**config.mk**
```make
export PLATFORM = sky130hd
export DESIGN_NAME = vdphp_ctrl
export DESIGN_NICKNAME = d
export VERILOG_FILES = /design/src/rtl/vdphp_pkg.sv /design/src/rtl/vdphp_ctrl.sv
export SDC_FILE = /design/constraint.sdc
export NUM_CORES = 1
export LEC_CHECK = 0
export BUFFER_PORTS_ARGS = -buffer_cell sky130_fd_sc_hd__clkbuf_2
export CAP_MARGIN = 10
export CORE_UTILIZATION = 54
export DETAILED_ROUTE_END_ITERATION = 6
export GPL_TIMING_DRIVEN = 0
export PLACE_DENSITY = 0.82
export SLEW_MARGIN = 40
export SYNTH_ARGS = -nofsm -noshare
export SYNTH_HDL_FRONTEND = slang
export SYNTH_SLANG_ARGS = --single-unit
```
**constraint.sdc**
```tcl
create_clock -name clock -period 2.55 [get_ports clock]
set_clock_uncertainty 0.1 [all_clocks]
set_input_delay 0.3825 -clock clock [delete_from_list [all_inputs] [get_ports clock]]
set_output_delay 0.3825 -clock clock [all_outputs]
set_load 0.05 [all_outputs]
```
**src/rtl/vdphp_pkg.sv**
```systemverilog
// ---------------------------------------------------------------------------
// vdphp_pkg
// Types, codes and address helpers of the video display processor host port.
// ---------------------------------------------------------------------------
`default_nettype none

package vdphp_pkg;

   localparam int VRAM_BYTES    = 16384;
   localparam int NUM_CTRL_REGS = 8;
   localparam int ADDR_W        = $clog2(VRAM_BYTES);

   // Host operations
   typedef enum logic [2:0] {
      OP_WRITE_DATA  = 3'd0,
      OP_WRITE_CTRL  = 3'd1,
      OP_READ_DATA   = 3'd2,
      OP_READ_STATUS = 3'd3,
      OP_LOAD_STATUS = 3'd4
   } opcode_type;

   // Register number (bits 13..8 of the control word) that holds the 16K mode bit
   localparam logic [5:0] CTRL_REG_MODE    = 6'd1;
   localparam int         MODE_BIT         = 7;
   // Status flags kept on a status read
   localparam logic [7:0] STATUS_KEEP_MASK = 8'h1f;

   // Configuration register indexes (word addresses)
   localparam logic CSR_FORCE_FULL = 1'b0;

   typedef struct packed {
      logic [2:0] opcode;
      logic [7:0] data_in;
   } req_type;

   typedef struct packed {
      logic [7:0] read_data;
      logic       read_valid;
   } rsp_type;

   // At most one VRAM access per host beat
   typedef struct packed {
      logic              read_en;
      logic              write_en;
      logic [ADDR_W-1:0] addr;
      logic [7:0]        wdata;
   } vram_req_type;

   // 4K row/column remap of a 14-bit host address
   function automatic logic [ADDR_W-1:0] remap_4k(logic [ADDR_W-1:0] a);
      logic [ADDR_W-1:0] p;
      p        = '0;
      p[5:0]   = a[5:0];
      // address bit 12 folds onto bit 5; bit 6 stays clear
      p[5]     = a[5] | a[12];
      p[12:7]  = a[11:6];
      p[13]    = a[13];
      return p;
   endfunction

endpackage

`default_nettype wire

```
**src/rtl/vdphp_ctrl.sv**
```systemverilog
// ---------------------------------------------------------------------------
// vdphp_ctrl
// Address counter, byte flip-flop, prefetch latch, status and mode state;
// decodes each host beat into at most one VRAM access and one result.
// ---------------------------------------------------------------------------
`default_nettype none

module vdphp_ctrl (
   input  logic                    clock,
   input  logic                    reset,
   input  logic                    accept,
   input  vdphp_pkg::req_type      req,
   input  logic                    force_full,
   input  logic [7:0]              mem_rdata,
   output vdphp_pkg::vram_req_type mem_req,
   output vdphp_pkg::rsp_type      result
);

   localparam int AW = vdphp_pkg::ADDR_W;

   logic [AW-1:0] addr_ff, addr_in;
   logic          byte_pend_ff, byte_pend_in;
   logic [7:0]    prefetch_ff, prefetch_in;
   logic          refill_ff, refill_in;
   logic [7:0]    status_ff, status_in;
   logic          mode16k_ff, mode16k_in;

   logic [7:0]    prefetch_cur;
   logic [AW-1:0] word_addr;
   logic [AW-1:0] src_addr;
   logic          second_ctrl;

   // Refill data lands in the cycle after its read: forward it
   assign prefetch_cur = refill_ff ? mem_rdata : prefetch_ff;
   assign word_addr    = {req.data_in[5:0], addr_ff[7:0]};
   assign second_ctrl  = (req.opcode == vdphp_pkg::OP_WRITE_CTRL) && byte_pend_ff;
   assign src_addr     = second_ctrl ? word_addr : addr_ff;

   // Decode the beat
   always_comb begin
      addr_in           = addr_ff;
      byte_pend_in      = byte_pend_ff;
      prefetch_in       = prefetch_cur;
      refill_in         = 1'b0;
      status_in         = status_ff;
      mode16k_in        = mode16k_ff;
      result            = '0;
      mem_req.read_en   = 1'b0;
      mem_req.write_en  = 1'b0;
      mem_req.wdata     = req.data_in;
      mem_req.addr      = (force_full || mode16k_ff) ? src_addr
                                                     : vdphp_pkg::remap_4k(src_addr);
      if (accept) begin
         unique case (req.opcode)
            vdphp_pkg::OP_WRITE_DATA: begin
               byte_pend_in     = 1'b0;
               mem_req.write_en = 1'b1;
               prefetch_in      = req.data_in;
               addr_in          = addr_ff + AW'(1);
            end
            vdphp_pkg::OP_WRITE_CTRL: begin
               if (!byte_pend_ff) begin
                  addr_in      = {addr_ff[AW-1:8], req.data_in};
                  byte_pend_in = 1'b1;
               end else begin
                  byte_pend_in = 1'b0;
                  addr_in      = word_addr;
                  // Register write; only the mode bit of register 1 is kept here
                  if (req.data_in[7] && (req.data_in[5:0] == vdphp_pkg::CTRL_REG_MODE)) begin
                     mode16k_in = addr_ff[vdphp_pkg::MODE_BIT];
                  end
                  // Read setup: prefetch and advance
                  if (req.data_in[7:6] == 2'b00) begin
                     mem_req.read_en = 1'b1;
                     refill_in       = 1'b1;
                     addr_in         = word_addr + AW'(1);
                  end
               end
            end
            vdphp_pkg::OP_READ_DATA: begin
               byte_pend_in      = 1'b0;
               result.read_data  = prefetch_cur;
               result.read_valid = 1'b1;
               mem_req.read_en   = 1'b1;
               refill_in         = 1'b1;
               addr_in           = addr_ff + AW'(1);
            end
            vdphp_pkg::OP_READ_STATUS: begin
               byte_pend_in      = 1'b0;
               result.read_data  = status_ff;
               result.read_valid = 1'b1;
               status_in         = status_ff & vdphp_pkg::STATUS_KEEP_MASK;
            end
            vdphp_pkg::OP_LOAD_STATUS: begin
               status_in = req.data_in;
            end
            default: begin
            end
         endcase
      end
   end

   // Update state
   always_ff @(posedge clock) begin
      if (reset) begin
         addr_ff      <= '0;
         byte_pend_ff <= 1'b0;
         prefetch_ff  <= '0;
         refill_ff    <= 1'b0;
         status_ff    <= '0;
         mode16k_ff   <= 1'b0;
      end else begin
         addr_ff      <= addr_in;
         byte_pend_ff <= byte_pend_in;
         prefetch_ff  <= prefetch_in;
         refill_ff    <= refill_in;
         status_ff    <= status_in;
         mode16k_ff   <= mode16k_in;
      end
   end

endmodule

`default_nettype wire

```
After elaboration in Yosys (flattened, before gate mapping)
Index checks and enable logic that the tools add are counted.

operators by class
  add/subtract/negate cells = 2
  eq/ne operators = 7
  multiplexer cells = 18
  bitwise logic cells = 3
  reduce and logical (&&, ||, !) cells = 17

operators by type and width
  operator                                                         number
  14-bit two-way mux                                               3
  14-bit by 1-bit adder with 14-bit output, second input constant  2
  14-bit one-hot mux with 2 select lines                           1
  8-bit two-way mux                                                3
  9-bit one-hot mux with 2 select lines                            1
  8-bit one-hot mux with 2 select lines                            1
  13-bit two-way mux                                               1
  9-bit two-way mux                                                1
  3-bit AND reduction                                              3
  3-bit by 2-bit == test with 1-bit output, second input constant  2
  6-bit by 1-bit == test with 1-bit output, second input constant  1
  2-bit nonzero test                                               3
  1-bit two-way mux                                                4
  1-bit one-hot mux with 2 select lines                            2
  2-bit AND reduction                                              2
  4-bit AND reduction                                              1
  2-bit OR reduction                                               2
  3-bit by 1-bit == test with 1-bit output, second input constant  1
  3-bit == test, second input constant                             1
  3-bit zero test                                                  1
  3-bit by 2-bit != test with 1-bit output, second input constant  1
  3-bit OR reduction                                               1
  1-bit logical AND                                                2
  2-bit zero test                                                  1
  other kinds (5)                                                  6

word-level totals
  register bits = 33
  input port bits = 23
  logic and storage cells = 55

Longest topological paths before layout
Gate-level depths: netlist of run 1.

  word-level depth = 5
  gate-level depth with buffers = 7

Worst setup path before layout of run 1
No wires, ideal clock.

  path type = input-to-output
  start = in req[9] in the netlist's numbering
  end = out mem_req[19] in the netlist's numbering
  data arrival time = 1999 ps
  data required time = 2068 ps
  path slack = 69 ps
  cell stages on the path = 5
  path buffers = 1
  cell sequence = clkbuf_1 nand3b_1 nor2_2 mux2i_1 mux2i_1

RTL lines
  element             RTL line          RTL
  start: declaration  vdphp_ctrl.sv:12  input vdphp_pkg::req_type req,
  end: declaration    vdphp_ctrl.sv:15  output vdphp_pkg::vram_req_type mem_req,

==> flow_summary.toml, run 1 <==
[outcome]
status = "completed"

[global_routing]
grt_max_degree = 12
antenna_found_initial = 0
grt_pass1_vias = 2065
grt.overflow.total = 0
grt_pass1_wl_mm = 9.867
track_usage_pct = 29.61

[timing]
hold_ws_ps = 279.8
finalSetupTns_ps = 0
finalMaxSlewViolations = 0
period_needed_ps = 2388
rsz0062_at_grt = "no"
worst_pin_slew_ps = 684.7
relSlewSlack_pct = 54.35
setup_violations = 0
period_share_pct = 93.64
finalHoldViolations = 0
setup_ws_ps = 162.2
fmax_mhz = 418.8

[detailed_routing]
drc = 0
post_drt_wl_per_cell_um = 15.69
antenna_left = 0
via_per_inst = 5.860
finalWirelength_mm = 6.370
dr.pass1.iters = 5
vias = 2379
drtIter0Drc = 344

[logic_synthesis]
ys_types = 54
synth_ff_type = "dfxtp_1"
syn_avg_cell_area_um2 = 7.649
netlist_area_mm2 = 0.002295
yosys-top-cells-area = "dfxtp_1, mux2i_1, nor2_1"
synth_common_cells = "nor2_1, dfxtp_1, a21oi_1, mux2i_1, nand2_1"
ys_seq_area_share_pct = 28.79
synthCells = 300
yosysWarnings = 0
synthArstFlopShare_pct = 0
synth_top_area_cell = "dfxtp_1"
synth_fp_nets = 325
synth-edff-count = 0
synth_most_common_cell = "nor2_1"
yosysTopAreaCellShare_pct = 28.79
synth_seq_cells = 33

[worst_setup_path]
crit_path_frequent_cell = "nor2_1"
arrival_ps = 1910
crit_path_end_kind = "primary output"
crit_family = "buffers and inverters"
crit_chain = "clkbuf_1 -> mux2i_1 -> nor2_1 -> a21oi_1 -> nor2_1 -> clkbuf_2"
timing.rr.start = "addr_ff[3]"
rrSetupSlack_ps = 450
crit_slowest_cell = "clkbuf_1"
regToRegEndpoint = "addr_ff[13]"
start_kind = "flop"
slowest_delay_ps = 420
timing.critical_path.buf_inv = 2
r2r_cells = 5
critPathKind = "reg -> out"
cp_data_required_time_ps = 2070
crit_fanout = 8

[finish]
drive_gt1_share_pct = 25.56
fin_nets = 380
stdcell_count = 406
fillers = 349
synthToLayoutAreaGrowth_pct = 19.25
antenna_cells = 0

[clock_network]
clk_path_buf_depth = 2
clock-sinks = 33
clock_latency_ps = 290
cts-htree-levels = 2
cts_tree = "yes"
cts_made_buffers = 5
cts-root-buf = "clkbuf_8"
postCtsHoldBufs = 0
clk_pin_slew_ps = 70

[worst_hold_path]
min_path_type = "in -> reg"
min_to = "refill_ff"
holdCritStartpoint = "reset"
holdPathStages = 2

[power]
p_per_area_mw_per_mm2 = 509.8
peakVddDrop_v = 0.0003404
p_leak_nw = 1.142

[placement]
dp_cells = 398
routabilityCongestion = 0.8945
hpwl_mm = 4.498
dp_slack_ps = 154.8
io_buffers = 48

[floorplan]
ios = 56
core_area_mm2 = 0.004029
start_util_pct = 56.96
fp.dieW_um = 67.19
dieArea_mm2 = 0.004514
num_rows = 23
die_h_um = 67.19

[job]
drv_cap = 0
## stage by stage
stage | area, um2 | util [%] | power (W)
CTS | 2731 | 67.80 | 0.001391
floorplan | 2295 | - | 0.0007352
global placement | 2597 | 64.47 | 0.0008006
detailed placement | 2597 | 64.47 | 0.0008038
finish | 2736 | 67.92 | 0.001395
global route | 2736 | 67.92 | 0.001443
## how the worst max path moves through the flow
stage	depth (start not counted)	end	startpoint
after global placement	6	mem_req[13]	req[9]
after floorplan	5	mem_req[19]	req[9]
after CTS	5	mem_req[20]	byte_pend_ff
final	6	result[7]	refill_ff
after detailed placement	6	mem_req[13]	req[9]
after global routing	6	result[1]	refill_ff
## worst reg2reg max path, delay by kind of cell, from the launching register on
kind               cells  cell delay [ps]
DFF                    1              500
and+or+nand+nor        3              730
muxes                  1              360
AOI/OAI and AO/OA      1              280
## state kept, by name, summed over array words and instances, names as in the netlist
register / cells
mode16k_ff: 1
prefetch_ff: 8
refill_ff: 1
addr_ff: 14
byte_pend_ff: 1
status_ff: 8
## per-layer routing
metal	vias up	share of wire, %	global-route usage (%)
li1	1163	-	-
met1	1097	45	40.56
met2	108	46	47.00
met3	11	7.6	6.757
met4	0	1.4	6.649
met5	-	0	0
## placed cells by master (no fill, tap or decap), types with 3 or more instances in the layout
master and instances:
xor2_1 3, nor3_1 9, buf_2 7, clkbuf_1 9, clkbuf_2 49, nor4_1 3
nand3_1 4, nand4_1 6, buf_4 14, and2_1 3, nand2_1 23, a211oi_1 11
a31oi_1 4, o21ai_0 11, inv_1 7, nor2b_1 4, a21oi_1 25, a22oi_1 6
dfxtp_1 33, and3_1 3, clkbuf_8 5, mux2i_1 23, nor2_1 50
## layout make-up
| type | count | area, um2 | area share [%] |
|---|---|---|---|
| Sequential cell | 33 | 660.6 | 24.14 |
| Tap cell | 50 | 62.56 | 2.286 |
| Timing Repair Buffer | 48 | 240.2 | 8.779 |
| Multi-Input combinational cell | 226 | 1423 | 51.99 |
| Buffer | 33 | 186.4 | 6.813 |
| Clock buffer | 5 | 68.82 | 2.515 |
| Clock inverter | 3 | 65.06 | 2.378 |
| Inverter | 8 | 30.03 | 1.097 |
## report_power, final
group | switching [W] | internal (W) | total (W)
Clock | 0.000210 | 0.000388 | 0.000599
Sequential | 0.0000165 | 0.000530 | 0.000547
Combinational | 0.000170 | 0.0000800 | 0.000250
## cell families (layout without fill, tap and decap cells)
| group | count (synthesis) | after routing | share of synthesized area (%) |
|---|---|---|---|
| compound gates | 71 | 71 | 19.63 |
| xor+xnor | 5 | 5 | 1.909 |
| fa+ha+maj | 2 | 2 | 1.090 |
| buf+inv | 41 | 97 | 9.433 |
| flops | 33 | 33 | 28.79 |
| mux | 26 | 26 | 11.50 |
| simple gates | 122 | 122 | 27.64 |
## timing repair
| item | CTS | global route |
|---|---|---|
| setup buffers | 0 | 0 |
| gates resized for setup | 0 | 1 |
| setup endpoints to repair | 0 | 2 |
| endpoints found under the hold margin | 0 | 0 |
Note: power is estimated with default switching activity, not from simulation.
==> inputs of run 2 (changes only) <==
CORE_UTILIZATION = 50   (was 54)
PLACE_DENSITY = 0.76   (was 0.82)
==> flow_summary.toml, run 2 (synthesis results as in run 1) <==
[outcome]
status = "completed"

[placement]
io_buffers = 48
hpwl_mm = 4.520
routabilityCongestion = 0.8979

[global_routing]
grt_pass1_vias = 2080
grt_pass1_wl_mm = 10.27
grt.overflow.total = 0
antenna_found_initial = 0
track_usage_pct = 26.66
grt_max_degree = 12

[finish]
final_common_cell = "nor2_1"
multi_input_area_mm2 = 0.001423
mostFrequentLayoutCells = "nor2_1, clkbuf_2, dfxtp_1"
antenna_cells = 0
fillers = 426
final_util_pct = 62.07
reg.largest.list = "addr_ff x14, prefetch_ff x8, status_ff x8"
fin_nets = 379
largest_register_ff_count = 14
largest_register = "addr_ff"
ff_latch_area_um2 = 660.6
synthToLayoutAreaGrowth_pct = 18.59
drive_gt1_share_pct = 25.63

[timing]
rsz0062_at_grt = "no"
period_share_pct = 94.09
relSlewSlack_pct = 53.12
finalHoldViolations = 0
fmax_mhz = 416.8
setup_violations = 0
worst_pin_slew_ps = 703.3
finalMaxSlewViolations = 0
finalSetupTns_ps = 0
period_needed_ps = 2399

[clock_network]
cts-root-buf = "clkbuf_8"
clock-sinks = 33
clock_latency_ps = 290
clk_pin_slew_ps = 80
cts_setup_buffers = 0
clk_path_buf_depth = 2
cts_tree = "yes"
cts_made_buffers = 5
cts-htree-levels = 2

[worst_setup_path]
cp_data_required_time_ps = 2070
timing.rr.start = "addr_ff[2]"
cp.depth = 5
startpoint = "byte_pend_ff"
crit_family = "simple AND/OR/NAND/NOR gates"
start_kind = "flop"
regToRegEndpoint = "addr_ff[13]"
r2r_cells = 5
crit_path_frequent_cell = "mux2i_1"
critPathKind = "reg -> out"
rrSetupSlack_ps = 410
slowest_delay_ps = 450
arrival_ps = 1920
crit_chain = "nand3b_1 -> nor2_4 -> mux2i_1 -> mux2i_1 -> clkbuf_2"
crit_path_end_kind = "primary output"
crit_slowest_cell = "dfxtp_1"
endpoint = "mem_req[20]"
crit_fanout = 7
timing.critical_path.buf_inv = 1

[floorplan]
ios = 56
fp.dieW_um = 69.75
core_area_mm2 = 0.004384
dieArea_mm2 = 0.004864
die_h_um = 69.75
num_rows = 24
start_util_pct = 52.34

[detailed_routing]
dr.pass1.iters = 5
antenna_left = 0
vias = 2457
drc = 0
drtIter0Drc = 315
via_per_inst = 6.037
post_drt_wl_per_cell_um = 15.95
finalWirelength_mm = 6.491

[job]
drv_cap = 0

[power]
peakVddDrop_v = 0.0003415
p_per_area_mw_per_mm2 = 489.8
p_leak_nw = 1.130

[worst_hold_path]
min_path_type = "in -> reg"
==> run 2: cell count changes in the layout (fill, tap and decap cells not counted) <==
cell	delta
clkinv_2	-1
clkinvlp_4	+1
clkbuf_1	-1
clkbuf_8	+1
bufinv_16	-1
==> run 2: final cells by class <==
cell class	instances	area share, %
Clock inverter	2	1.379
Tap cell	52	2.391
Timing Repair Buffer	48	8.828
Inverter	8	1.103
Buffer	32	6.713
Multi-Input combinational cell	226	52.28
Sequential cell	33	24.28
Clock buffer	6	3.034
==> run 2: worst min path at each step <==
stage / start / to / slack (ps) / depth (start not counted)
floorplan: status_ff[0] / status_ff[0] / 360 / 2
global placement: status_ff[4] / status_ff[4] / 370 / 2
detailed placement: status_ff[0] / status_ff[0] / 390 / 2
CTS: reset / refill_ff / 280 / 2
global route: reset / refill_ff / 300 / 2
finish: reset / refill_ff / 290 / 2
==> run 2: routing by layer <==
layer,vias up,track usage (%),wire length [um]
li1,1169,-,-
met2,150,41.32,2928
met3,11,4.797,645
met1,1127,38.32,2835
met4,0,6.667,82
met5,-,0,0
==> run 2: power by group <==
| part | switching, W | internal, W |
|---|---|---|
| registers | 0.0000170 | 0.000530 |
| logic | 0.000171 | 0.0000799 |
| clock network | 0.000217 | 0.000318 |
==> run 2: timing repair <==
action / 4_1_cts / 5_1_grt
hold buffers: 0 / 0
resized for setup: 0 / 1
endpoints found under the setup margin: 0 / 4
==> run 2: metrics by stage <==
step / instances / setup WS, ps / power, W / cell area, um2 / hold WS (ps)
final: 407 / 150.6 / 0.001333 / 2721 / 289.0
after global routing: 407 / 77.99 / 0.001382 / 2721 / 302.3
after CTS: 408 / 71.33 / 0.001326 / 2720 / 278.1
after detailed placement: 400 / 148.4 / 0.0008049 / 2600 / 386.6
after global placement: 400 / 161.6 / 0.0008019 / 2600 / 374.8
after floorplan: 300 / 68.57 / 0.0007352 / 2295 / 360.7
