**src/rtl/vdphp_pkg.sv**
```systemverilog
// ---------------------------------------------------------------------------
// vdphp_pkg
// Types, codes and address helpers of the video display processor host port.
// ---------------------------------------------------------------------------
`default_nettype none

package vdphp_pkg;

   localparam int VRAM_BYTES    = 16384;
   localparam int NUM_CTRL_REGS = 8;
   localparam int ADDR_W        = $clog2(VRAM_BYTES);

   // Host operations
   typedef enum logic [2:0] {
      OP_WRITE_DATA  = 3'd0,
      OP_WRITE_CTRL  = 3'd1,
      OP_READ_DATA   = 3'd2,
      OP_READ_STATUS = 3'd3,
      OP_LOAD_STATUS = 3'd4
   } opcode_type;

   // Register number (bits 13..8 of the control word) that holds the 16K mode bit
   localparam logic [5:0] CTRL_REG_MODE    = 6'd1;
   localparam int         MODE_BIT         = 7;
   // Status flags kept on a status read
   localparam logic [7:0] STATUS_KEEP_MASK = 8'h1f;

   // Configuration register indexes (word addresses)
   localparam logic CSR_FORCE_FULL = 1'b0;

   typedef struct packed {
      logic [2:0] opcode;
      logic [7:0] data_in;
   } req_type;

   typedef struct packed {
      logic [7:0] read_data;
      logic       read_valid;
   } rsp_type;

   // At most one VRAM access per host beat
   typedef struct packed {
      logic              read_en;
      logic              write_en;
      logic [ADDR_W-1:0] addr;
      logic [7:0]        wdata;
   } vram_req_type;

   // 4K row/column remap of a 14-bit host address
   function automatic logic [ADDR_W-1:0] remap_4k(logic [ADDR_W-1:0] a);
      logic [ADDR_W-1:0] p;
      p        = '0;
      p[5:0]   = a[5:0];
      // address bit 12 folds onto bit 5; bit 6 stays clear
      p[5]     = a[5] | a[12];
      p[12:7]  = a[11:6];
      p[13]    = a[13];
      return p;
   endfunction

endpackage

`default_nettype wire

```
**src/rtl/vdphp_rsp_queue.sv**
```systemverilog
// ---------------------------------------------------------------------------
// vdphp_rsp_queue
// Two-entry result queue: output register plus skid entry.
// ---------------------------------------------------------------------------
`default_nettype none

module vdphp_rsp_queue (
   input  logic               clock,
   input  logic               reset,
   input  logic               push,
   input  vdphp_pkg::rsp_type push_data,
   output logic               full,
   output logic               rsp_valid,
   input  logic               rsp_stall,
   output vdphp_pkg::rsp_type rsp_data
);

   logic [1:0]         count_ff, count_in;
   vdphp_pkg::rsp_type head_ff, head_in;
   vdphp_pkg::rsp_type skid_ff, skid_in;
   logic               pop;

   assign pop       = (count_ff != 2'd0) && !rsp_stall;
   assign full      = (count_ff == 2'd2);
   assign rsp_valid = (count_ff != 2'd0);
   assign rsp_data  = head_ff;

   // Advance head and skid entries
   always_comb begin
      head_in  = head_ff;
      skid_in  = skid_ff;
      count_in = count_ff + {1'b0, push} - {1'b0, pop};
      if (push && ((count_ff == 2'd0) || ((count_ff == 2'd1) && pop))) begin
         head_in = push_data;
      end else if ((count_ff == 2'd2) && pop) begin
         head_in = skid_ff;
      end
      if (push && (count_ff == 2'd1) && !pop) begin
         skid_in = push_data;
      end
   end

   always_ff @(posedge clock) begin
      if (reset) begin
         count_ff <= '0;
      end else begin
         count_ff <= count_in;
      end
   end

   always_ff @(posedge clock) begin
      head_ff <= head_in;
      skid_ff <= skid_in;
   end

endmodule

`default_nettype wire

```
**config.mk**
```make
export PLATFORM = sky130hd
export DESIGN_NAME = vdphp_rsp_queue
export DESIGN_NICKNAME = d
export VERILOG_FILES = /design/src/rtl/vdphp_pkg.sv /design/src/rtl/vdphp_rsp_queue.sv
export SDC_FILE = /design/constraint.sdc
export NUM_CORES = 1
export LEC_CHECK = 0
export BUFFER_PORTS_ARGS = -buffer_cell sky130_fd_sc_hd__buf_2
export CORE_MARGIN = 10
export CORE_UTILIZATION = 44
export CTS_CLUSTER_DIAMETER = 50
export DETAILED_ROUTE_END_ITERATION = 8
export PLACE_DENSITY = 0.72
export SYNTH_ARGS = -nofsm -noshare
export SYNTH_HDL_FRONTEND = slang
export SYNTH_SLANG_ARGS = --single-unit
```
**constraint.sdc**
```tcl
create_clock -name clock -period 1.6 [get_ports clock]
set_input_delay 0.08 -clock clock [delete_from_list [all_inputs] [get_ports clock]]
set_output_delay 0.08 -clock clock [all_outputs]
set_load 0.005 [all_outputs]
```
; Yosys cells after proc, flatten, opt, wreduce, memory -nomap -nowiden
; Index checks and enable logic that the tools add are counted.
[op_classes]
add_sub_neg = 2
n_eq_ne = 2
muxes = 2
reduce_logical = 12
[op_table]
columns = operator, count
row1 = two-way mux 9 bit, 2
row2 = logical AND 1 bit, 6
row3 = nonzero test 2 bit, 2
row4 = adder 2 x 1 -> 2 bit, 1
row5 = equality test 2 x 1 -> 1 bit (second input constant), 1
row6 = equality test 2 bit (second input constant), 1
row7 = logical NOT 1 bit, 2
row8 = logical NOT 2 bit, 1
row9 = subtractor 2 x 1 -> 2 bit, 1
row10 = logical OR 1 bit, 1
[word_totals]
regBits = 20
out_inout_bits = 11

; Logic depth before layout (Yosys ltp)
; Gate-level depths: netlist of the first run.
[depth]
word_depth = 6
mapped_depth = 6
ltp_nobuf = 6

; Least setup slack after synthesis of the first run
; Ideal clock, no wire load.
[synth_path]
kind = register to register
start = reg count_ff[0]
end = reg skid_ff[0] in the netlist's numbering, enable pin
arrival_time_ns = 1.194
required_time_ns = 1.211
setup_slack_ns = 0.017
stages_incl_launch_ff = 3
cell_sequence = dfxtp_1 > nand2_2 > nor3b_1
[synth_between]
elab_chain_cells = 4
word_cells_on_any_way = 6
cone_classes = 1 x eq/ne / 5 x reduce/logical
[synth_rtl]
columns = element, line_no
row1 = "start, declared", vdphp_rsp_queue.sv:18  ; logic [1:0] count_ff, count_in;
row2 = "start signal, assigned", vdphp_rsp_queue.sv:47  ; count_ff <= count_in;
row3 = nonzero test 2 bit, vdphp_rsp_queue.sv:23  ; assign pop = (count_ff != 2'd0) && !rsp_stall;
row4 = logical AND 1 bit, vdphp_rsp_queue.sv:23
row5 = logical NOT 1 bit, vdphp_rsp_queue.sv:38  ; if (push && (count_ff == 2'd1) && !pop) begin
row6 = logical AND 1 bit (*), vdphp_rsp_queue.sv:38
row7 = "end signal, assigned", vdphp_rsp_queue.sv:53  ; skid_ff <= skid_in;
row8 = "end, declared", vdphp_rsp_queue.sv:20  ; vdphp_pkg::rsp_type skid_ff, skid_in;
; Every way passes the cells marked *; elsewhere a longest branch is shown, timed or not.
; A chain may end at the register's enable or synchronous reset.

; Final worst setup path of the first run
[layout_path]
start = reg count_ff[0]
end = reg head_ff, in the netlist rsp_data[6], enable pin
[layout_between]
elab_chain_cells = 6
word_cells_on_any_way = 10
cone_classes = 2 x eq/ne / 8 x reduce/logical
[layout_rtl]
columns = element, line_no
row1 = nonzero test 2 bit, vdphp_rsp_queue.sv:23
row2 = logical AND 1 bit, vdphp_rsp_queue.sv:23
row3 = logical AND 1 bit, vdphp_rsp_queue.sv:33  ; if (push && ((count_ff == 2'd0) || ((count_ff == 2'd1) && pop))) begin
row4 = logical OR 1 bit, vdphp_rsp_queue.sv:33
row5 = logical AND 1 bit, vdphp_rsp_queue.sv:33
row6 = nonzero test 2 bit (no source line) (*), n/a
row7 = "end signal, assigned", vdphp_rsp_queue.sv:52  ; head_ff <= head_in;
row8 = "end, declared", vdphp_rsp_queue.sv:19  ; vdphp_pkg::rsp_type head_ff, head_in;
; Marks and branches as above.

==> metrics, run 1 <==
outcome complete, no violations; FF-to-FF path depth 3; vias in the first global route 525; routed wire length 1510 um; Vias 473; endpoints failing setup 0; Max IR drop VDD 0.000674 V; Critical Setup Path Class flip-flop to flip-flop; synthesis-stage register bit count 20; clk sinks 20; RSZ-0062 raised after global routing no; area share of the largest cell type after synthesis 65.5%; clk_skew 0.00246 ns; drt first-iter violations 6; first-pass GRT wire length 2570 um; Slew headroom 76.8%; synth warn 0; sw frac 18.8%; Sequential Area 581 um2; Placeable Area 1750 um2; largest net degree at the start of global routing 13; most frequent cells in the layout buf_2 (23), edfxtp_1 (18), dlygate4sd3_1 (10), mux2_4 (9), clkbuf_4 (3); Yosys top cell by area edfxtp_1; root buf cell clkbuf_4; Flop pwr share 52.8%; fillers 136; mapped cell area 826 um2; Hold WS 0.180 ns; share of cells above drive strength 1 51.9%; row cnt 15; Clock Latency Late Sink 0.30 ns; Mapped Cells 43; IO Port Bufs 23; GRT Total Usage 7.95%; Hold Crit Depth 3; Reg2Reg Setup Slack 0.29 ns; syn_area_per_cell 19.2 um2; crit path max fanout 10; startpoint types flip-flop; largest cells by area after synthesis edfxtp_1 (65%), mux2_4 (16%), dfxtp_1 (4.8%); Clock transition at path regs 0.11 ns; global route overflow 0; die area 4010 um2; Placer Congestion 0.689; setup ws final 0.291 ns; CTS Buffer Depth 2; Post-route DRC 0; Util after Layout 64.7%; H-tree depth 1; area grow syn2layout 36.7%; final period utilization 81.8%; min Tclk post-route 1.31 ns; Critical Path RT 1.58 ns; CTS tree yes; Min-Delay Path Class input pin to flip-flop; Ant. Diodes 0; clock network fraction of design power 35.0%; Worst-Margin Slew 0.347 ns; die span in x 63.3 um; fin cells 106; max-cap violations 0; WP data arrival 1.29 ns; Nets 96; initial antenna violation count 0; Final Max Tran Viols 0; pre-CTS setup slack 0.289 ns; Post CTS Setup Buffer Count 0; leakage 0.488 nW; Pint 0.941 mW; Total Neg Setup Slack 0 ns; DP HPWL 1140 um; area occupied by multi-input gates 234 um2; Via density 4.46; Final Hold Vio Count 0; WL/cell 14.2 um; Max Fclk 0.764 GHz; io pins 24; sequential fraction of the synthesis area 70.3%; Post-Syn Nets 57; PD cells 1030 nW/um2; first drt pass iteration count 4; most common cell after layout, fill and taps aside buf_2; Placed Cells 92; ANT nets after route 0; NetSw 0.218 mW; Die Y 63.3 um; CTS Buf Count 3; Netlist cell types 16; Initial Utilization 47.3%; logic gate share of total power 12.2%; crit end category flip-flop
cell type report:
type                            instances  area share (%)
Timing Repair Buffer                   35            20.4
Clock inverter                          1            2.66
Sequential cell                        20            51.4
Clock buffer                            3            2.00
Tap cell                               25            2.77
Multi-Input combinational cell         22            20.7
logic make-up (layout without fill, tap and decap cells):
group / after synthesis / count (layout) / share of synthesized area [%]
compound gates: 1 / 1 / 0.605
xor+xnor: 1 / 1 / 1.06
fa+ha+maj: 1 / 1 / 1.51
buf+inv: 1 / 39 / 1.36
flops: 20 / 20 / 70.3
mux: 9 / 9 / 16.4
simple gates: 10 / 10 / 8.79
synth_stat cells:
library cell  number
nand2_2            1
buf_6              1
xor2_1             1
nor2b_1            1
nand3b_4           1
nor3b_1            1
dfxtp_1            2
ha_1               1
edfxtp_1          18
o21ai_0            1
nor2_1             1
nand2b_1           1
and2b_2            1
nand2_1            2
mux2_4             9
or2_2              1
metal layers:
layer  up-vias  wire (um)  global-route usage, %
met4         0         19                   3.28
met3         2        173                   4.59
met2        17        717                   12.8
met5         -          0                      0
li1        235          -                      -
met1       219        601                   8.27
sequential cells by signal, summed over array words and instances, names as in the netlist:
register  count
count_ff      2
rsp_data      9
skid_ff       9
critical path, stage by stage, from the launching register on:
cell and delay (ns):
dfxtp_1 0.35, nand2_2 0.11, nand3b_4 0.19, nand2_1 0.34
worst paths after layout:
check / from / to
worst max-delay path: count_ff[0]$_SDFF_PP0_ / rsp_data[6]$_DFFE_PP_
worst min-delay path: push / count_ff[0]$_SDFF_PP0_
worst max register to register: count_ff[0]$_SDFF_PP0_ / rsp_data[6]$_DFFE_PP_
worst min register to register: skid_ff[8]$_DFFE_PP_ / rsp_data[8]$_DFFE_PP_
power groups by stage:
stage / logic (mW) / clock network, mW / registers [mW]
6_report: 0.142 / 0.405 / 0.612
5_1_grt: 0.155 / 0.437 / 0.617
4_1_cts: 0.143 / 0.413 / 0.612
3_5_place_dp: 0.124 / 0 / 0.624
3_3_place_gp: 0.121 / 0 / 0.623
2_1_floorplan: 0.0707 / 0 / 0.627
what timing repair did:
item                                   CTS  global route
endpoints found under the hold margin   11             0
resized for setup                        0             0
hold buffers                            10             0
setup endpoints to repair                0             0
metrics by stage:
stage / area, um2 / power [mW]
after floorplan: 826 / 0.698
after global placement: 976 / 0.744
after detailed placement: 976 / 0.749
after CTS: 1130 / 1.17
after global routing: 1130 / 1.21
final: 1130 / 1.16
Power figures use the tool's default switching activity.
==> inputs of run 2 (changes only) <==
Settings changed: ABC_AREA set to 1, CORE_UTILIZATION 44 to 49, PLACE_DENSITY 0.72 to 0.76.
Clock period 1.6 ns to 1.4 ns, I/O delays scaled along.
==> run 2 against run 1 <==
Against the previous run: worst hold slack worse by 0.024 ns; clock power is 13% higher; largest power group unchanged; non-clock buffer count is 1 higher; flip-flop and latch count stayed put; design area is 1.4% higher; total power is 14% higher; combinational power is 16% higher; critical path type unchanged; critical endpoint is now rsp_data[2]$_DFFE_PP_; maximum frequency is 6.4% higher.
==> metrics, run 2 <==
fin cells 124 (was 106); Total Neg Setup Slack 0 ns (unchanged); vias in the first global route 526 (was 525); Placer Congestion 0.697 (was 0.689); Initial Utilization 53.7% (was 47.3%); RSZ-0062 raised after global routing no (unchanged); root buf cell clkbuf_4 (unchanged); Top FF cell, synth edfxtp_1 (unchanged); WL/cell 12.5 um (was 14.2 um); Worst-Margin Slew 0.364 ns (was 0.347 ns); Critical Setup Path Class flip-flop to flip-flop (unchanged); Post-synth EDFFs 18 (unchanged); syn_area_per_cell 12.3 um2 (was 19.2 um2); global route overflow 0 (unchanged); Flop pwr share 52.9% (was 52.8%); HP Start rsp_stall (was push); die area 3790 um2 (was 4010 um2); Placed Cells 110 (was 92); CTS tree yes (unchanged); ANT nets after route 0 (unchanged); most common cell after layout, fill and taps aside buf_2 (unchanged); routed wire length 1540 um (was 1510 um); Post-route DRC 0 (unchanged); WP data arrival 1.20 ns (was 1.29 ns); Nets 123 (was 96); first-pass GRT wire length 2370 um (was 2570 um); Max IR drop VDD 0.000828 V (was 0.000674 V); row cnt 14 (was 15); die span in x 61.5 um (was 63.3 um); final period utilization 87.9% (was 81.8%); GRT Total Usage 8.83% (was 7.95%); synthesis-stage register bit count 20 (unchanged); Synth top cells by count edfxtp_1 (18), nand2_1 (15), inv_1 (13) (was edfxtp_1 (18), mux2_4 (9), dfxtp_1 (2), nand2_1 (2)); Ant. Diodes 0 (unchanged); area share of the largest cell type after synthesis 63.9% (was 65.5%); drt first-iter violations 13 (was 6); largest family of logic cells by synthesized area simple AND/OR/NAND/NOR gates (was multiplexers); Final Hold Vio Count 0 (unchanged); logic gate share of total power 12.5% (was 12.2%); Hold Path End count_ff[1]$_SDFF_PP0_ (was count_ff[0]$_SDFF_PP0_); sw frac 19.9% (was 18.8%); Via density 4.65 (was 4.46); xor-xnor portion of the synthesized cell area 0% (was 1.06%); crit path max fanout 9 (was 10); Die Y 61.5 um (was 63.3 um); Mapped Cells 69 (was 43); Critical Path RT 1.37 ns (was 1.58 ns); sequential fraction of the synthesis area 68.6% (was 70.3%); leakage 0.535 nW (was 0.488 nW); post-synthesis compound-gate area fraction 9.91% (was 0.606%); largest net degree at the start of global routing 13 (unchanged); endpoints failing setup 0 (unchanged); max-cap violations 0 (unchanged); Yosys top cell by area edfxtp_1 (unchanged); worst r2r dst rsp_data[2]$_DFFE_PP_ (was rsp_data[6]$_DFFE_PP_); Placeable Area 1580 um2 (was 1750 um2); synth warn 0 (unchanged); share of cells above drive strength 1 39.8% (was 51.9%); initial antenna violation count 0 (unchanged); area grow syn2layout 35.4% (was 36.7%); Critical R2R Launch count_ff[1]$_SDFF_PP0_ (was count_ff[0]$_SDFF_PP0_); FF-to-FF path depth 4 (was 3); IO Port Bufs 23 (unchanged); Max Fclk 0.813 GHz (was 0.764 GHz); io pins 24 (unchanged); startpoint types flip-flop (unchanged); mux share of post-synthesis cell area 0% (was 16.4%); adder-cell share of the synthesized area 1.48% (was 1.52%); Hold Crit Depth 4 (was 3); PD cells 1160 nW/um2 (was 1030 nW/um2); Min-Delay Path Class input pin to flip-flop (unchanged); NetSw 0.264 mW (was 0.218 mW); Final Max Tran Viols 0 (unchanged); Clock transition at path regs 0.11 ns (about the same); largest cells by area after synthesis edfxtp_1 (64%), o21ai_2 (9.3%), nand2_1 (6.7%) (was edfxtp_1 (65%), mux2_4 (16%), dfxtp_1 (4.8%)); crit end category flip-flop (unchanged); Netlist cell types 13 (was 16); Clock Latency Late Sink 0.29 ns (was 0.30 ns); clk_skew 0.00174 ns (was 0.00246 ns); CTS Buf Count 3 (unchanged); Vias 576 (was 473); DP HPWL 1090 um (was 1140 um); clk sinks 20 (unchanged); Synth Area in Simple Gates 12.4% (was 8.79%); Post CTS Setup Buffer Count 0 (unchanged); mapped cell area 846 um2 (was 826 um2); Post-Syn Nets 83 (was 57); Reg2Reg Setup Slack 0.17 ns (was 0.29 ns); Synth async-reset ratio 0% (unchanged); CTS Buffer Depth 2 (unchanged); min Tclk post-route 1.23 ns (was 1.31 ns); outcome complete, no violations (unchanged); H-tree depth 1 (unchanged); clock network fraction of design power 34.6% (was 35.0%); post-layout power 1.33 mW (was 1.16 mW); first drt pass iteration count 4 (unchanged); Pint 1.06 mW (was 0.941 mW); most instantiated library cell after synthesis edfxtp_1 (unchanged); most frequent cells in the layout buf_2 (23), edfxtp_1 (18), nand2_1 (15), inv_1 (13), dlygate4sd3_1 (10) (was buf_2 (23), edfxtp_1 (18), dlygate4sd3_1 (10), mux2_4 (9), clkbuf_4 (3)); Slew headroom 75.7% (was 76.8%)
[run 2: cell types whose count changed in the layout (fill, tap and decap cells not counted), sizes merged, moves of 4 or more]
cell,before,now
inv,0,14
nand2,3,16
mux2,9,0
o21ai,1,10
nor2,1,5
[run 2: worst max-delay path, cell delays in order, from the launching register on]
cell and delay, ns:
dfxtp_1 0.36, inv_2 0.07, nor2_1 0.11, nand2_1 0.08, nand2_1 0.29
[run 2: cells by family after synthesis]
family / after synthesis
buf+inv: 15
fa+ha+maj: 1
simple gates: 23
flops: 20
compound gates: 10
[run 2: what timing repair did]
| item | 4_1_cts | 5_1_grt |
|---|---|---|
| endpoints found under the hold margin | 10 | 0 |
| gates resized for setup | 0 | 0 |
| hold buffers | 10 | 0 |
| endpoints found under the setup margin | 0 | 0 |
[run 2: area by class of cell]
cell class	instances	area, um2
sequential	20	581
fill	123	432
timing repair buffer	36	238
multi-input combinational	34	201
inverter	14	52.6
clock inverter	1	30.0
clock buffer	3	22.5
tap	16	20.0
[run 2: power by group through the flow]
| stage | Combinational (mW) | Sequential (mW) | Clock [mW] |
|---|---|---|---|
| floorplan | 0.0786 | 0.720 | 0 |
| CTS | 0.168 | 0.703 | 0.471 |
| global placement | 0.142 | 0.716 | 0 |
| finish | 0.165 | 0.702 | 0.459 |
| detailed placement | 0.146 | 0.716 | 0 |
| global route | 0.185 | 0.707 | 0.495 |
[run 2: worst max path at each step]
| stage | from | endpoint | slack (ns) | cells past startpoint |
|---|---|---|---|---|
| floorplan | count_ff[0]$_SDFF_PP0_ | skid_ff[0]$_DFFE_PP_ | 0.16 | 2 |
| global placement | count_ff[1]$_SDFF_PP0_ | rsp_data[0]$_DFFE_PP_ | 0.21 | 4 |
| detailed placement | count_ff[1]$_SDFF_PP0_ | rsp_data[1]$_DFFE_PP_ | 0.17 | 4 |
| CTS | count_ff[1]$_SDFF_PP0_ | rsp_data[8]$_DFFE_PP_ | 0.16 | 4 |
| global route | count_ff[1]$_SDFF_PP0_ | rsp_data[5]$_DFFE_PP_ | 0.07 | 4 |
| finish | count_ff[1]$_SDFF_PP0_ | rsp_data[2]$_DFFE_PP_ | 0.17 | 4 |
[run 2: per-stage QoR]
step | setup WS [ns] | hold slack (ns) | area (um2) | utilization (%)
finish | 0.169 | 0.156 | 1140 | 72.6
global route | 0.0659 | 0.186 | 1140 | 72.6
CTS | 0.159 | 0.151 | 1140 | 72.6
detailed placement | 0.172 | 0.251 | 992 | 62.9
global placement | 0.213 | 0.243 | 992 | 62.9
floorplan | 0.160 | 0.141 | 846 | -
[run 2: per-layer routing]
layer  vias to the layer above  routed length [um]  share of wire, %  GRT usage (%)
li1                        304                   -                 -              -
met1                       249                 596                39           8.23
met4                         0                  59               3.8           8.60
met5                         -                   0                 0              0
met2                        19                 777                50           15.2
met3                         4                 111               7.2           2.26
==> inputs of run 3 (changes only) <==
Settings changed: ABC_AREA 1 to not set, CORE_UTILIZATION 49 to 44, PLACE_DENSITY 0.76 to 0.72.
Clock period 1.4 ns to 1.1 ns, I/O delays scaled along.
==> run 3 against run 2 <==
Against the previous run: the run now ends with negative setup slack left; core utilization shrank 0.93 points; non-clock buffer count grew 1; flip-flop and latch count is the same; sequential share of layout area shrank 3.7 points; design area grew 9.3%; critical path type unchanged; critical endpoint is now count_ff[1]$_SDFF_PP0_.
==> metrics, run 3 (synthesized netlist as in run 1, its figures left out) <==
min Tclk post-route 1.26 ns (was 1.23 ns); grt met3 use 3.53% (was 2.26%); leakage 0.533 nW (was 0.535 nW); Max Fclk 0.795 GHz (was 0.813 GHz); Placer Congestion 0.673 (was 0.697); PD cells 1380 nW/um2 (was 1160 nW/um2); ANT nets after route 0 (unchanged); Flop pwr share 51.6% (was 52.9%); Critical Path RT 1.29 ns (was 1.37 ns); most frequent cells in the layout buf_2 (21), edfxtp_1 (18), dlygate4sd3_1 (10), mux2_4 (9), buf_6 (5) (was buf_2 (23), edfxtp_1 (18), nand2_1 (15), inv_1 (13), dlygate4sd3_1 (10)); root buf cell clkbuf_4 (unchanged); max-cap violations 0 (unchanged); clock network fraction of design power 33.4% (was 34.6%); most common cell after layout, fill and taps aside buf_2 (unchanged); Initial Utilization 47.3% (was 53.7%); vias in the first global route 571 (was 526); outcome finished, violations left (was complete, no violations); GRT Total Usage 8.15% (was 8.83%); fillers 122 (was 123); crit path max fanout 4 (was 9); share of cells above drive strength 1 63.1% (was 39.8%); grt met2 use 14.6% (was 15.2%); CTS Buffer Depth 2 (unchanged); CTS Buf Count 3 (unchanged); M1 GR Usage 8.01% (was 8.23%); startpoint types flip-flop (unchanged); Pint 1.40 mW (was 1.06 mW); routed wire length 1690 um (was 1540 um); final period utilization 114% (was 87.9%); sw frac 19.1% (was 19.9%); failing checks negative setup slack; io pins 24 (unchanged); largest net degree at the start of global routing 13 (unchanged); pre-CTS setup slack -0.158 ns (was 0.172 ns); Clock Latency Late Sink 0.29 ns (about the same); Clock transition at path regs 0.10 ns (was 0.11 ns); drt first-iter violations 8 (was 13); first drt pass iteration count 4 (unchanged); WL/cell 15.5 um (was 12.5 um); Nets 99 (was 123); Vias 497 (was 576); clk_skew 0.00709 ns (was 0.00174 ns); H-tree depth 1 (unchanged); clk sinks 20 (unchanged); Die Y 63.3 um (was 61.5 um); first-pass GRT wire length 2640 um (was 2370 um); die area 4010 um2 (was 3790 um2); Critical Setup Path Class flip-flop to flip-flop (unchanged); GR peak layer met2 (unchanged); Min-Delay Path Class input pin to flip-flop (unchanged); die span in x 63.3 um (was 61.5 um); RSZ-0062 raised after global routing yes (was no); Post-route DRC 0 (unchanged); endpoints failing setup 31 (was 0); setup ws final -0.158 ns (was 0.169 ns); Ant. Diodes 0 (unchanged); logic gate share of total power 15.0% (was 12.5%); IO Port Bufs 23 (unchanged); Worst-Margin Slew 0.234 ns (was 0.364 ns); WP data arrival 1.44 ns (was 1.20 ns); global route overflow 0 (unchanged); Max IR drop VDD 0.00114 V (was 0.000828 V); Final Max Tran Viols 0 (unchanged); area grow syn2layout 51.5% (was 35.4%); Via density 4.56 (was 4.65); Final Hold Vio Count 0 (unchanged); Hold WS 0.257 ns (was 0.156 ns); Slew headroom 84.2% (was 75.7%); Placeable Area 1750 um2 (was 1580 um2); crit end category flip-flop (unchanged); initial antenna violation count 0 (unchanged); row cnt 15 (was 14); NetSw 0.329 mW (was 0.264 mW); CTS tree yes (unchanged)
run 3: cell types whose count changed in the layout (fill, tap and decap cells not counted), sizes merged:
| cell | before | now |
|---|---|---|
| and2b | 0 | 1 |
| buf | 26 | 27 |
| inv | 14 | 0 |
| mux2 | 0 | 9 |
| nand2 | 16 | 3 |
| nand2b | 0 | 1 |
| nand3 | 1 | 0 |
| nand3b | 0 | 2 |
| nor2 | 5 | 1 |
| nor2b | 0 | 1 |
| nor3b | 0 | 1 |
| o21ai | 10 | 1 |
| xor2 | 0 | 1 |
run 3: power by group through the flow:
stage | Combinational, mW | Sequential, mW | Clock [mW]
after floorplan | 0.112 | 0.915 | 0
after global placement | 0.187 | 0.908 | 0
after detailed placement | 0.193 | 0.910 | 0
after CTS | 0.250 | 0.893 | 0.598
after global routing | 0.281 | 0.898 | 0.619
final | 0.259 | 0.892 | 0.577
run 3: repair_timing:
action                                 in CTS  in global routing
gates cloned                                1                  0
pin swaps                                   2                  0
hold buffers                               10                  0
setup buffers                               1                  0
endpoints found under the hold margin      11                  0
resized for setup                           9                  5
setup endpoints to repair                  27                 31
run 3: final timing paths:
check,start,to,slack (ns),cells past startpoint
worst max-delay path,count_ff[0]$_SDFF_PP0_,count_ff[1]$_SDFF_PP0_,-0.16,6
worst max register to register,count_ff[0]$_SDFF_PP0_,count_ff[1]$_SDFF_PP0_,-0.16,6
worst min-delay path,push,count_ff[0]$_SDFF_PP0_,0.26,3
worst min register to register,skid_ff[4]$_DFFE_PP_,rsp_data[4]$_DFFE_PP_,0.56,1
run 3: layer usage:
metal / up-vias / part of all wire (%)
met4: 0 / 0
li1: 244 / -
met1: 238 / 40
met2: 15 / 52
met3: 0 / 8.2
met5: - / 0
run 3: layout make-up:
class | instances | area, um2 | share of cell area [%]
Sequential cell | 20 | 588 | 47.0
Tap cell | 25 | 31.3 | 2.50
Clock inverter | 1 | 30.0 | 2.40
Clock buffer | 3 | 22.5 | 1.80
Multi-Input combinational cell | 23 | 310 | 24.8
Timing Repair Buffer | 37 | 269 | 21.5
run 3: metrics by stage:
step	area [um2]	utilization, %	setup TNS [ns]	power (mW)	cells
global route	1250	71.7	-3.93	1.80	109
CTS	1230	70.3	-2.12	1.74	109
global placement	1010	57.7	-2.20	1.10	93
detailed placement	1010	57.7	-2.54	1.10	93
floorplan	853	-	-1.09	1.03	43
finish	1250	71.7	-2.69	1.73	109
run 3: worst max-delay path: stages, from the launching register on:
cell and delay (ns):
dfxtp_4 0.39, and2b_2 0.25, nand2b_4 0.09, nand2_4 0.05, ha_4 0.15, xor2_1 0.17, nor2_1 0.05
